===== src/sv/depth_pixel_backproject_semantic_assert.svh =====
// ----------------------------------------------------------------------------
// Assertion macros for the depth pixel back-projection block
// Concurrent checks clocked on clk_i and disabled while rst_ni is low.
// ----------------------------------------------------------------------------
`ifndef DEPTH_PIXEL_BACKPROJECT_SEMANTIC_ASSERT_SVH
`define DEPTH_PIXEL_BACKPROJECT_SEMANTIC_ASSERT_SVH

`ifndef ASSERT_OFF

// Same-cycle implication.
`define DPBS_ASSERT_IMPL(lbl, ante, cons, msg) \
  lbl: assert property (@(posedge clk_i) disable iff (!rst_ni) (ante) |-> (cons)) \
    else $error(msg);

// Next-cycle implication.
`define DPBS_ASSERT_NEXT(lbl, ante, cons, msg) \
  lbl: assert property (@(posedge clk_i) disable iff (!rst_ni) (ante) |=> (cons)) \
    else $error(msg);

`else

`define DPBS_ASSERT_IMPL(lbl, ante, cons, msg)
`define DPBS_ASSERT_NEXT(lbl, ante, cons, msg)

`endif

`endif


===== src/sv/dpbs_pkg.sv =====
// ----------------------------------------------------------------------------
// dpbs_pkg
// Types, constants and helpers shared by the depth back-projection block.
// ----------------------------------------------------------------------------
package dpbs_pkg;

  // Default size of the class color table.
  localparam int NUM_CLASSES_DEF = 80;

  // Validity window on the full Q.24 depth product: 0.01 m < z <= 10 m.
  localparam logic [39:0] Z_LOW_FULL  = 40'd167772;
  localparam logic [39:0] Z_HIGH_FULL = 40'd167772160;

  // Classes that describe moving objects: 0-3, 5-7 and 14-19.
  localparam logic [19:0] DYNAMIC_MASK = 20'h0FC0EF;

  // Register reset values.
  localparam logic [23:0] DEPTH_SCALE_RST = 24'd16777;
  localparam logic [23:0] INV_FOCAL_X_RST = 24'd29434;
  localparam logic [23:0] INV_FOCAL_Y_RST = 24'd29434;
  localparam logic [19:0] CENTER_X_RST    = 20'd81920;
  localparam logic [19:0] CENTER_Y_RST    = 20'd61440;

  // Configuration register indexes (byte address is four times the index).
  typedef enum logic [2:0] {
    REG_DEPTH_SCALE = 3'd0,
    REG_INV_FOCAL_X = 3'd1,
    REG_INV_FOCAL_Y = 3'd2,
    REG_CENTER_X    = 3'd3,
    REG_CENTER_Y    = 3'd4
  } dpbs_reg_e;

  // Input item kinds.
  typedef enum logic {
    ACT_PIXEL = 1'b0,
    ACT_LOAD  = 1'b1
  } dpbs_action_e;

  // One input item.
  typedef struct packed {
    logic        action;
    logic [11:0] col;
    logic [11:0] row_index;
    logic [15:0] depth_raw;
    logic [7:0]  label_code;
    logic [7:0]  red_in;
    logic [7:0]  green_in;
    logic [7:0]  blue_in;
    logic [6:0]  color_slot;
  } dpbs_in_t;

  // One result item.
  typedef struct packed {
    logic               point_valid;
    logic signed [31:0] point_x;
    logic signed [31:0] point_y;
    logic [19:0]        point_z;
    logic [7:0]         red_out;
    logic [7:0]         green_out;
    logic [7:0]         blue_out;
  } dpbs_out_t;

  // Load enables of the three pipeline stages ahead of the output register.
  typedef struct packed {
    logic s1_en;
    logic s2_en;
    logic s3_en;
  } dpbs_stage_en_t;

  // True when the label names one of the dynamic classes.
  function automatic logic is_dynamic(input logic [7:0] label);
    logic [7:0] cls;
    cls = label - 8'd1;
    is_dynamic = (label != 8'd0) && (cls < 8'd20) && DYNAMIC_MASK[cls[4:0]];
  endfunction

endpackage


===== src/sv/dpbs_color_mem.sv =====
// ----------------------------------------------------------------------------
// dpbs_color_mem
// Class color table: one write port, one read port with registered data.
// ----------------------------------------------------------------------------
module dpbs_color_mem
  import dpbs_pkg::*;
#(
  parameter int NUM_CLASSES = NUM_CLASSES_DEF,
  parameter int AW          = (NUM_CLASSES > 1) ? $clog2(NUM_CLASSES) : 1
) (
  input  logic          clk_i,
  input  logic          wr_en_i,
  input  logic [AW-1:0] wr_addr_i,
  input  logic [23:0]   wr_data_i,
  input  logic          rd_en_i,
  input  logic [AW-1:0] rd_addr_i,
  output logic [23:0]   rd_data_o
);

  logic [23:0] mem [NUM_CLASSES];
  logic [23:0] rd_data_q;

  // Write port; the caller only issues addresses inside the table.
  always_ff @(posedge clk_i) begin
    if (wr_en_i) begin
      mem[wr_addr_i] <= wr_data_i;
    end
  end

  // Read port with registered data; the data holds while not enabled.
  always_ff @(posedge clk_i) begin
    if (rd_en_i) begin
      rd_data_q <= mem[rd_addr_i];
    end
  end

  assign rd_data_o = rd_data_q;

endmodule


===== config.mk =====
export PLATFORM = sky130hd
export DESIGN_NAME = dpbs_color_mem
export DESIGN_NICKNAME = d
export VERILOG_FILES = /design/src/sv/depth_pixel_backproject_semantic_assert.svh /design/src/sv/dpbs_pkg.sv /design/src/sv/dpbs_color_mem.sv
export SDC_FILE = /design/constraint.sdc
export NUM_CORES = 2
export LEC_CHECK = 0
export BUFFER_PORTS_ARGS = -buffer_cell sky130_fd_sc_hd__buf_2
export CAP_MARGIN = 20
export CORE_ASPECT_RATIO = 1.75
export CORE_MARGIN = 1
export CORE_UTILIZATION = 35
export CTS_BUF_LIST = sky130_fd_sc_hd__clkbuf_4 sky130_fd_sc_hd__clkbuf_8
export DETAILED_ROUTE_END_ITERATION = 12
export HOLD_SLACK_MARGIN = 0.12
export SETUP_SLACK_MARGIN = 0.2
export SLEW_MARGIN = 20
export SYNTH_ARGS = -nofsm -noshare
export SYNTH_HDL_FRONTEND = slang
export SYNTH_SLANG_ARGS = --single-unit

===== constraint.sdc =====
create_clock -name clk_i -period 3 [get_ports clk_i]
set_input_delay 0.6 -clock clk_i [delete_from_list [all_inputs] [get_ports clk_i]]
set_output_delay 0.6 -clock clk_i [all_outputs]
set_load 0.03 [all_outputs]

==> flow_metrics.tcl <==
set metrics [dict create \
    status "completed" \
    worstPathRequired_ns 2.40 \
    initial_core_util 0.352 \
    clock-root-buffer "clkbuf_8" \
    p_total_uw 52400 \
    synth-compound-area-share 0.0297 \
    crit_path_top_delay_cell "edfxtp_1" \
    die-width_um 351 \
    clk_pin_slew_ns 0.07 \
    ios 65 \
    place_area_um2 82900 \
    synth_ff_type "edfxtp_1" \
    synth_edf_count 1944 \
    finClkSkew_ns 0.0710 \
    seq_area_frac_synth 0.781 \
    setup_tns_ns 0 \
    layout_common_cells "edfxtp_1, mux2i_1, mux4_2" \
    synthAdderAreaFrac 0 \
    dieArea_um2 215000 \
    post-cts-setup-buffer-count 0 \
    drtAntennaViolNets 0 \
    row_count 224 \
    start_kind "flip-flop" \
    vias 37900 \
    die_h_um 613 \
    final_common_cell "edfxtp_1" \
    htree_num_levels 4 \
    timing.critical_path.buf_inv 1 \
    drc_errors 0 \
    finalCritPeriodShare 0.810 \
    cts.sinks 1944 \
    fmax_mhz 411 \
    critPathKind "reg2out" \
    cts_tree "yes" \
    synth_simple_gate_area_frac 0.0192 \
    syn_area_per_cell_um2 21.1 \
    ys_seq_elements 1944 \
    cpPeakStageDelay_ns 0.54 \
    worst_pin_slew_ns 1.11 \
    p_per_area_nw_per_um2 598 \
    insertion_delay_ns 1.01 \
    slew_violations 0 \
    grt_use_total 0.194 \
    portBuffers 64 \
    async_reset_ff_frac 0 \
    drtPass1Iterations 6 \
    period_needed_ns 2.43 \
    setup_violations 0 \
    dp_hpwl_um 130000 \
    cts_resized 0 \
    reg2reg_depth 6 \
    wire_per_inst_um 29.6 \
    path_max_fanout 1 \
    ir_drop_mv 0.359 \
    min_delay_path_depth 1 \
    cts_hold_repair.buffers 7 \
    leakagePower_uw 0.0286 \
    cts.path.max_buffers 4 \
    synthCells 3550 \
    coreArea_um2 212000 \
    cp-end-kind "output port" \
    grt_pass1_vias 39000 \
    min_path_type "in2reg" \
    yosysWarnings 0 \
    via_per_inst 5.33 \
    finish.net_count 4132 \
    gr-total-overflow 0 \
    cp_top_family "flip-flops" \
    antenna_found_initial 18 \
    hold_viol_final 0 \
    cts_buffers 248 \
    worst-path-stages 1 \
    final_area_um2 87700 \
    drive_above_1_share 0.303 \
    critPathArrivalTime_ns 1.83 \
    synth_xor_xnor_area_share 0 \
    place_congestion 0.836 \
    crit_chain "buf_2" \
    maxCapViolCount 0 \
    netlist_area_um2 74800 \
    wl_um 210000 \
    synth_top_family_by_area "multiplexers" \
    netlist-cell-type-count 30 \
    synthMuxAreaShare 0.156 \
    grt_max_degree 88 \
    syn2layout_area_growth_pct 17.3 \
    drt_iter0_markers 3480 \
    rsz0062_at_grt "no" \
    grt_pass1_wl_um 293000 \
    synth_nets 3591 \
    relSlewSlack 0.259 \
]
[path summary, 6_finish.rpt]
path	endpoint	startpoint	slack [ns]
setup / recovery	rd_data_o[4]	rd_data_o[4]	0.57
hold / removal	mem[59][10]	wr_data_i[10]	0.17
setup reg to reg	rd_data_o[12]	mem[60][12]	0.64
hold reg to reg	rd_data_o[1]	mem[69][1]	0.92
[power breakdown]
group / total [uW] / switching (uW) / internal (uW)
sequential: 30100 / 68.0 / 30000
clock: 18900 / 9600 / 9340
combinational: 3390 / 2090 / 1300
[through the flow]
| step | hold WS, ns | cells | setup slack, ns | utilization |
|---|---|---|---|---|
| floorplan | 0.699 | 3550 | 0.256 | - |
| global placement | 0.946 | 6657 | -0.418 | 0.390 |
| detailed placement | 0.962 | 6657 | -0.420 | 0.390 |
| CTS | 0.126 | 7093 | 0.429 | 0.412 |
| global route | 0.139 | 7098 | 0.491 | 0.412 |
| finish | 0.165 | 7107 | 0.569 | 0.413 |
[synthesized netlist by cell type, types with 11 or more instances]
library cell  instances  area [um2]
nor4_1               24         150
nand3_1              54         270
nor3_1               28         140
buf_4                11        82.6
a21oi_1              48         240
a22o_1               48         420
clkbuf_1             87         327
nand2_1              36         135
mux4_2              312        7030
a31oi_1              48         300
edfxtp_1           1944       58400
mux2_2               48         541
mux2i_1             408        4080
buf_2                86         430
a22oi_1             120         901
a211o_1              24         210
o22ai_1              24         150
buf_6                19         214
nor2_1              151         567
[sequential cells by signal, indices dropped and copies added (netlist names)]
name	flops
mem	1920
rd_data_o	24
[logic make-up (layout without fill, tap and decap cells)]
logic type             Yosys count  in the layout
flip-flops                    1944           1944
multiplexers                   768            768
AND/OR/NAND/NOR                320            320
AO/OA/AOI/OAI                  312            312
buffers and inverters          206            926
other                            0             12
[final cells by class]
type,instances,area (um2)
multi-input combinational,1400,15700
clock buffer,306,3860
fill,18800,125000
tap,2825,3530
timing repair buffer,497,5320
antenna,12,30.0
sequential,1944,58400
clock inverter,123,796
[metal layers]
layer,vias to the layer above,track usage,part of all wire
met5,-,0,0.00026
met4,10,0.107,0.060
met3,425,0.0241,0.049
met2,1269,0.363,0.55
met1,20300,0.208,0.34
li1,15800,-,-
Note: power is estimated with default switching activity, not from simulation.
