`config.mk`:
```
export PLATFORM = sky130hd
export DESIGN_NAME = dpbs_project
export DESIGN_NICKNAME = d
export VERILOG_FILES = /design/src/sv/depth_pixel_backproject_semantic_assert.svh /design/src/sv/dpbs_pkg.sv /design/src/sv/dpbs_project.sv
export SDC_FILE = /design/constraint.sdc
export NUM_CORES = 2
export LEC_CHECK = 0
export BUFFER_PORTS_ARGS = -buffer_cell sky130_fd_sc_hd__buf_4
export CORE_MARGIN = 1
export CORE_UTILIZATION = 60
export DETAILED_ROUTE_END_ITERATION = 16
export PLACE_DENSITY_LB_ADDON = 0.12
export SYNTH_ARGS = -nofsm -noshare
export SYNTH_HDL_FRONTEND = slang
export SYNTH_SLANG_ARGS = --single-unit
```
`constraint.sdc`:
```
create_clock -name clk_i -period 14.4 [get_ports clk_i]
set_input_delay 2.88 -clock clk_i [delete_from_list [all_inputs] [get_ports clk_i]]
set_output_delay 2.88 -clock clk_i [all_outputs]
set_load 0.01 [all_outputs]
```
`src/sv/depth_pixel_backproject_semantic_assert.svh`:
```
// ----------------------------------------------------------------------------
// Assertion macros for the depth pixel back-projection block
// Concurrent checks clocked on clk_i and disabled while rst_ni is low.
// ----------------------------------------------------------------------------
`ifndef DEPTH_PIXEL_BACKPROJECT_SEMANTIC_ASSERT_SVH
`define DEPTH_PIXEL_BACKPROJECT_SEMANTIC_ASSERT_SVH

`ifndef ASSERT_OFF

// Same-cycle implication.
`define DPBS_ASSERT_IMPL(lbl, ante, cons, msg) \
  lbl: assert property (@(posedge clk_i) disable iff (!rst_ni) (ante) |-> (cons)) \
    else $error(msg);

// Next-cycle implication.
`define DPBS_ASSERT_NEXT(lbl, ante, cons, msg) \
  lbl: assert property (@(posedge clk_i) disable iff (!rst_ni) (ante) |=> (cons)) \
    else $error(msg);

`else

`define DPBS_ASSERT_IMPL(lbl, ante, cons, msg)
`define DPBS_ASSERT_NEXT(lbl, ante, cons, msg)

`endif

`endif

```
`src/sv/dpbs_pkg.sv`:
```
// ----------------------------------------------------------------------------
// dpbs_pkg
// Types, constants and helpers shared by the depth back-projection block.
// ----------------------------------------------------------------------------
package dpbs_pkg;

  // Default size of the class color table.
  localparam int NUM_CLASSES_DEF = 80;

  // Validity window on the full Q.24 depth product: 0.01 m < z <= 10 m.
  localparam logic [39:0] Z_LOW_FULL  = 40'd167772;
  localparam logic [39:0] Z_HIGH_FULL = 40'd167772160;

  // Classes that describe moving objects: 0-3, 5-7 and 14-19.
  localparam logic [19:0] DYNAMIC_MASK = 20'h0FC0EF;

  // Register reset values.
  localparam logic [23:0] DEPTH_SCALE_RST = 24'd16777;
  localparam logic [23:0] INV_FOCAL_X_RST = 24'd29434;
  localparam logic [23:0] INV_FOCAL_Y_RST = 24'd29434;
  localparam logic [19:0] CENTER_X_RST    = 20'd81920;
  localparam logic [19:0] CENTER_Y_RST    = 20'd61440;

  // Configuration register indexes (byte address is four times the index).
  typedef enum logic [2:0] {
    REG_DEPTH_SCALE = 3'd0,
    REG_INV_FOCAL_X = 3'd1,
    REG_INV_FOCAL_Y = 3'd2,
    REG_CENTER_X    = 3'd3,
    REG_CENTER_Y    = 3'd4
  } dpbs_reg_e;

  // Input item kinds.
  typedef enum logic {
    ACT_PIXEL = 1'b0,
    ACT_LOAD  = 1'b1
  } dpbs_action_e;

  // One input item.
  typedef struct packed {
    logic        action;
    logic [11:0] col;
    logic [11:0] row_index;
    logic [15:0] depth_raw;
    logic [7:0]  label_code;
    logic [7:0]  red_in;
    logic [7:0]  green_in;
    logic [7:0]  blue_in;
    logic [6:0]  color_slot;
  } dpbs_in_t;

  // One result item.
  typedef struct packed {
    logic               point_valid;
    logic signed [31:0] point_x;
    logic signed [31:0] point_y;
    logic [19:0]        point_z;
    logic [7:0]         red_out;
    logic [7:0]         green_out;
    logic [7:0]         blue_out;
  } dpbs_out_t;

  // Load enables of the three pipeline stages ahead of the output register.
  typedef struct packed {
    logic s1_en;
    logic s2_en;
    logic s3_en;
  } dpbs_stage_en_t;

  // True when the label names one of the dynamic classes.
  function automatic logic is_dynamic(input logic [7:0] label);
    logic [7:0] cls;
    cls = label - 8'd1;
    is_dynamic = (label != 8'd0) && (cls < 8'd20) && DYNAMIC_MASK[cls[4:0]];
  endfunction

endpackage

```
`src/sv/dpbs_project.sv`:
```
// ----------------------------------------------------------------------------
// dpbs_project
// One axis of the back-projection: offset from the principal point, times
// depth, times the focal reciprocal, then truncation and saturation.
// ----------------------------------------------------------------------------
module dpbs_project
  import dpbs_pkg::*;
(
  input  logic               clk_i,
  input  dpbs_stage_en_t     en_i,
  input  logic [11:0]        pix_i,
  input  logic [19:0]        center_i,
  input  logic [19:0]        z_i,
  input  logic [23:0]        inv_i,
  output logic signed [31:0] coord_o
);

  logic [19:0] pos;
  logic        neg_d;
  logic [19:0] mag_d;
  logic        neg1_q, neg2_q, neg3_q;
  logic [19:0] mag_q;
  logic [39:0] prod1_q;
  logic [63:0] prod2_q;
  logic [31:0] hi;
  logic [31:0] sat_mag;

  // Stage 1: signed offset of the pixel from the center, as sign and magnitude.
  assign pos   = {pix_i, 8'd0};
  assign neg_d = pos < center_i;
  assign mag_d = neg_d ? (center_i - pos) : (pos - center_i);

  always_ff @(posedge clk_i) begin
    if (en_i.s1_en) begin
      neg1_q <= neg_d;
      mag_q  <= mag_d;
    end
  end

  // Stage 2: magnitude times depth.
  always_ff @(posedge clk_i) begin
    if (en_i.s2_en) begin
      neg2_q  <= neg1_q;
      prod1_q <= 40'(mag_q) * 40'(z_i);
    end
  end

  // Stage 3: times the focal reciprocal, full 64-bit product.
  always_ff @(posedge clk_i) begin
    if (en_i.s3_en) begin
      neg3_q  <= neg2_q;
      prod2_q <= 64'(prod1_q) * 64'(inv_i);
    end
  end

  // Drop 32 fraction bits, clamp to the signed 32-bit range and apply the sign.
  assign hi = prod2_q[63:32];

  always_comb begin
    if (neg3_q) begin
      sat_mag = (hi > 32'h8000_0000) ? 32'h8000_0000 : hi;
      coord_o = signed'(32'd0 - sat_mag);
    end else begin
      sat_mag = hi[31] ? 32'h7FFF_FFFF : hi;
      coord_o = signed'(sat_mag);
    end
  end

endmodule
```
==> impl_metrics.toml <==
[sta]
fin_crit_ns = 10.27
finalMaxSlewViolations = 0
worstMarginPinSlew_ns = 1.19
final-setup-viol-count = 0
fin_skew_ns = 0.0227
setup_ws_ns = 4.13
setup_tns_ns = 0
hold_viol = 0
relSlewSlack_pct = 20.5
clock.fmax_mhz = 97.4
rsz0062_at_grt = "no"
fin_crit_sh_pct = 71.3

[floorplanning]
rows = 103
coreArea_um2 = 79000
die_area_um2 = 81100
die_w_um = 285
die_h_um = 285
start_util_pct = 60.7
pin_count = 112

[layout]
finish.instance_area_um2 = 49700
area.growth.synth_to_final_pct = 3.67
multi_input_area_um2 = 39300
final_nets = 6864
layout.area.seq_um2 = 2850
fillers = 6891
drive_gt1_share_pct = 3.87

[clock_network]
cts_buffers = 9
postCtsSetupBuffers = 0
cts_buffer_depth = 2
clock_latency_ns = 0.40
clk_pin_slew_ns = 0.09
cts_max_level = 3
cts-root-buf = "clkbuf_16"
hold_buffers = 0
cts_tree = "done"
numClockSinks = 95
cts.repair.resized = 0

[worst_setup_path]
crit_required_ns = 14.56
crit_type = "input port to flip-flop"
critical_path.startpoint_type = "input port"
rr_startpoint = "prod1_q[21]"
crit_path_end_kind = "flip-flop"
crit_path_max_fanout = 40
arrival_ns = 10.43
startpoint = "inv_i[6]"

[min_path]
hold_path.startpoint = "neg1_q"
min_path_type = "flip-flop to flip-flop"

[global_routing]
grt_use_met2_pct = 50.7
use_met3_pct = 5.31
grt-busiest-layer = "met2"
grt.met1_usage_pct = 41.8
grt_usage_pct = 30.6
grt_pass1_vias = 37400
grt_first_pass_wirelength_um = 196000
grt_antenna_before_repair = 10
grt.overflow.total = 0
grt_max_degree = 59

[synth]
yosysWarnings = 0
synth.ff_latch_count = 95
synth_area_per_cell_um2 = 8.92
async_flop_share_pct = 0
synth_top_flop_cell = "edfxtp_1"
synth_cell_type_count = 76
syn-num-nets = 6974
syn-cell-area_um2 = 48000
ys_seq_area_share_pct = 5.95
synth_edf_count = 95
postSynthCellCount = 5380

[status]
status = "completed"

[detailed_routing]
post_drt_wl_per_cell_um = 18.7
dr_total_vias = 35000
ant_nets = 0
drc = 0
first_iter_violations = 2000
first_pass_iters = 5
via_per_inst = 5.53
wirelength_um = 119000

[placement]
portBuffers = 111
placed_cell_area_um2 = 49400
dp_hpwl_um = 93900
place_ws_ns = 3.85
gp_congestion = 0.931

[flow_run]
drv_cap = 0
## worst paths after layout
kind	end	slack [ns]	depth (start not counted)
setup / recovery	prod2_q[57]	4.13	22
hold / removal	neg2_q	0.50	0
setup reg to reg	prod2_q[57]	5.99	21
hold reg to reg	neg2_q	0.50	0
## through the flow
step | hold WS, ns | util, % | cells
4_1_cts | 0.491 | 63.0 | 6325
2_1_floorplan | 0.400 | - | 5380
3_5_place_dp | 0.472 | 62.6 | 6309
3_3_place_gp | 0.471 | 62.6 | 6308
5_1_grt | 0.501 | 63.0 | 6326
6_report | 0.497 | 63.0 | 6328
## worst max-delay path: stages
cell and delay [ns]:
buf_4 0.47, nand2_1 0.16, fa_1 0.56, inv_1 0.07
fa_1 0.48, fa_1 0.54, inv_1 0.06, fa_1 0.49
inv_1 0.05, fa_1 0.49, fa_1 0.54, inv_1 0.05
fa_1 0.48, inv_1 0.04, ha_1 0.49, nand2_1 0.18
nor4_1 0.87, o211ai_1 0.40, a2111oi_2 0.63, or4_1 0.22
a31oi_1 0.10, xnor2_1 0.14
## layer usage
| metal | part of all wire, % | up-vias |
|---|---|---|
| met5 | 0.080 | - |
| met4 | 2.6 | 14 |
| met3 | 7.8 | 169 |
| met2 | 48 | 1245 |
| met1 | 42 | 17900 |
| li1 | - | 15600 |
## synthesized netlist by cell type, drive strengths merged, types with 7 or more instances
cell / n / area, um^2
buf: 8 / 41.3
nand4: 18 / 113
nor2b: 10 / 62.6
and3: 14 / 87.6
or3: 16 / 115
edfxtp: 95 / 2850
o22ai: 7 / 43.8
clkbuf: 276 / 1040
xnor2: 59 / 517
a31oi: 19 / 119
o21a: 10 / 75.1
a21oi: 141 / 709
nor4: 14 / 93.8
o211ai: 7 / 52.6
a211oi: 11 / 82.6
fa: 1154 / 23100
a2111oi: 9 / 85.1
nand2: 913 / 3430
nor2: 80 / 300
nand3b: 7 / 52.6
o21ai: 81 / 417
xor2: 27 / 236
nand3: 26 / 130
nor3: 22 / 110
a21o: 55 / 413
o21bai: 26 / 195
ha: 360 / 4500
inv: 1277 / 4790
and2: 553 / 3460
## cell families (layout without fill, tap and decap cells)
group | Yosys count | count (layout) | share of synthesized area [%]
AOI/OAI and AO/OA | 413 | 413 | 5.47
xor gates and xnor gates | 86 | 86 | 1.57
adders and majority gates | 1514 | 1514 | 57.5
buffers and inverters | 1561 | 1456 | 12.2
DFF | 95 | 95 | 5.95
muxes | 9 | 9 | 0.196
other | 0 | 3 | 0
and+or+nand+nor | 1702 | 1702 | 17.0
## flip-flops by register name, summed over array words and instances, names as in the netlist
signal	count
prod1_q	40
prod2_q	32
mag_q	20
neg1_q	1
neg2_q	1
neg3_q	1
## placed cells by master (no fill, tap or decap), drive strengths merged, types with 6 or more instances in the layout
cell type / Yosys / layout
o21bai: 26 / 26
xnor2: 59 / 59
a211oi: 11 / 11
nor3: 22 / 22
or2: 6 / 6
o31ai: 6 / 6
nor2b: 10 / 10
nand2: 913 / 913
nor2: 80 / 80
a21oi: 141 / 141
or3: 16 / 16
nand4: 18 / 18
ha: 360 / 360
nand2b: 6 / 6
edfxtp: 95 / 95
a2111oi: 9 / 9
nor4: 14 / 14
inv: 1277 / 1281
nand3: 26 / 26
o211ai: 7 / 7
xor2: 27 / 27
and3: 14 / 14
a31oi: 19 / 19
o311ai: 6 / 6
and2: 553 / 553
fa: 1154 / 1154
nand3b: 7 / 7
clkbuf: 276 / 9
o21a: 10 / 10
a21o: 55 / 55
buf: 8 / 163
o22ai: 7 / 7
mux2i: 6 / 6
o21ai: 81 / 81
## area by class of cell
class | count | share of cell area [%]
diodes | 3 | 0.0151
clock buffers | 9 | 0.453
multi-input cells | 3724 | 78.9
inverters | 1277 | 9.64
flip-flops and latches | 95 | 5.74
repair buffers | 163 | 2.46
clock inverters | 7 | 0.141
well taps | 1050 | 2.64
Power is left out: the tool's default activity adds up to more than one toggle a clock period on the data nets, which glitch-free logic cannot reach.
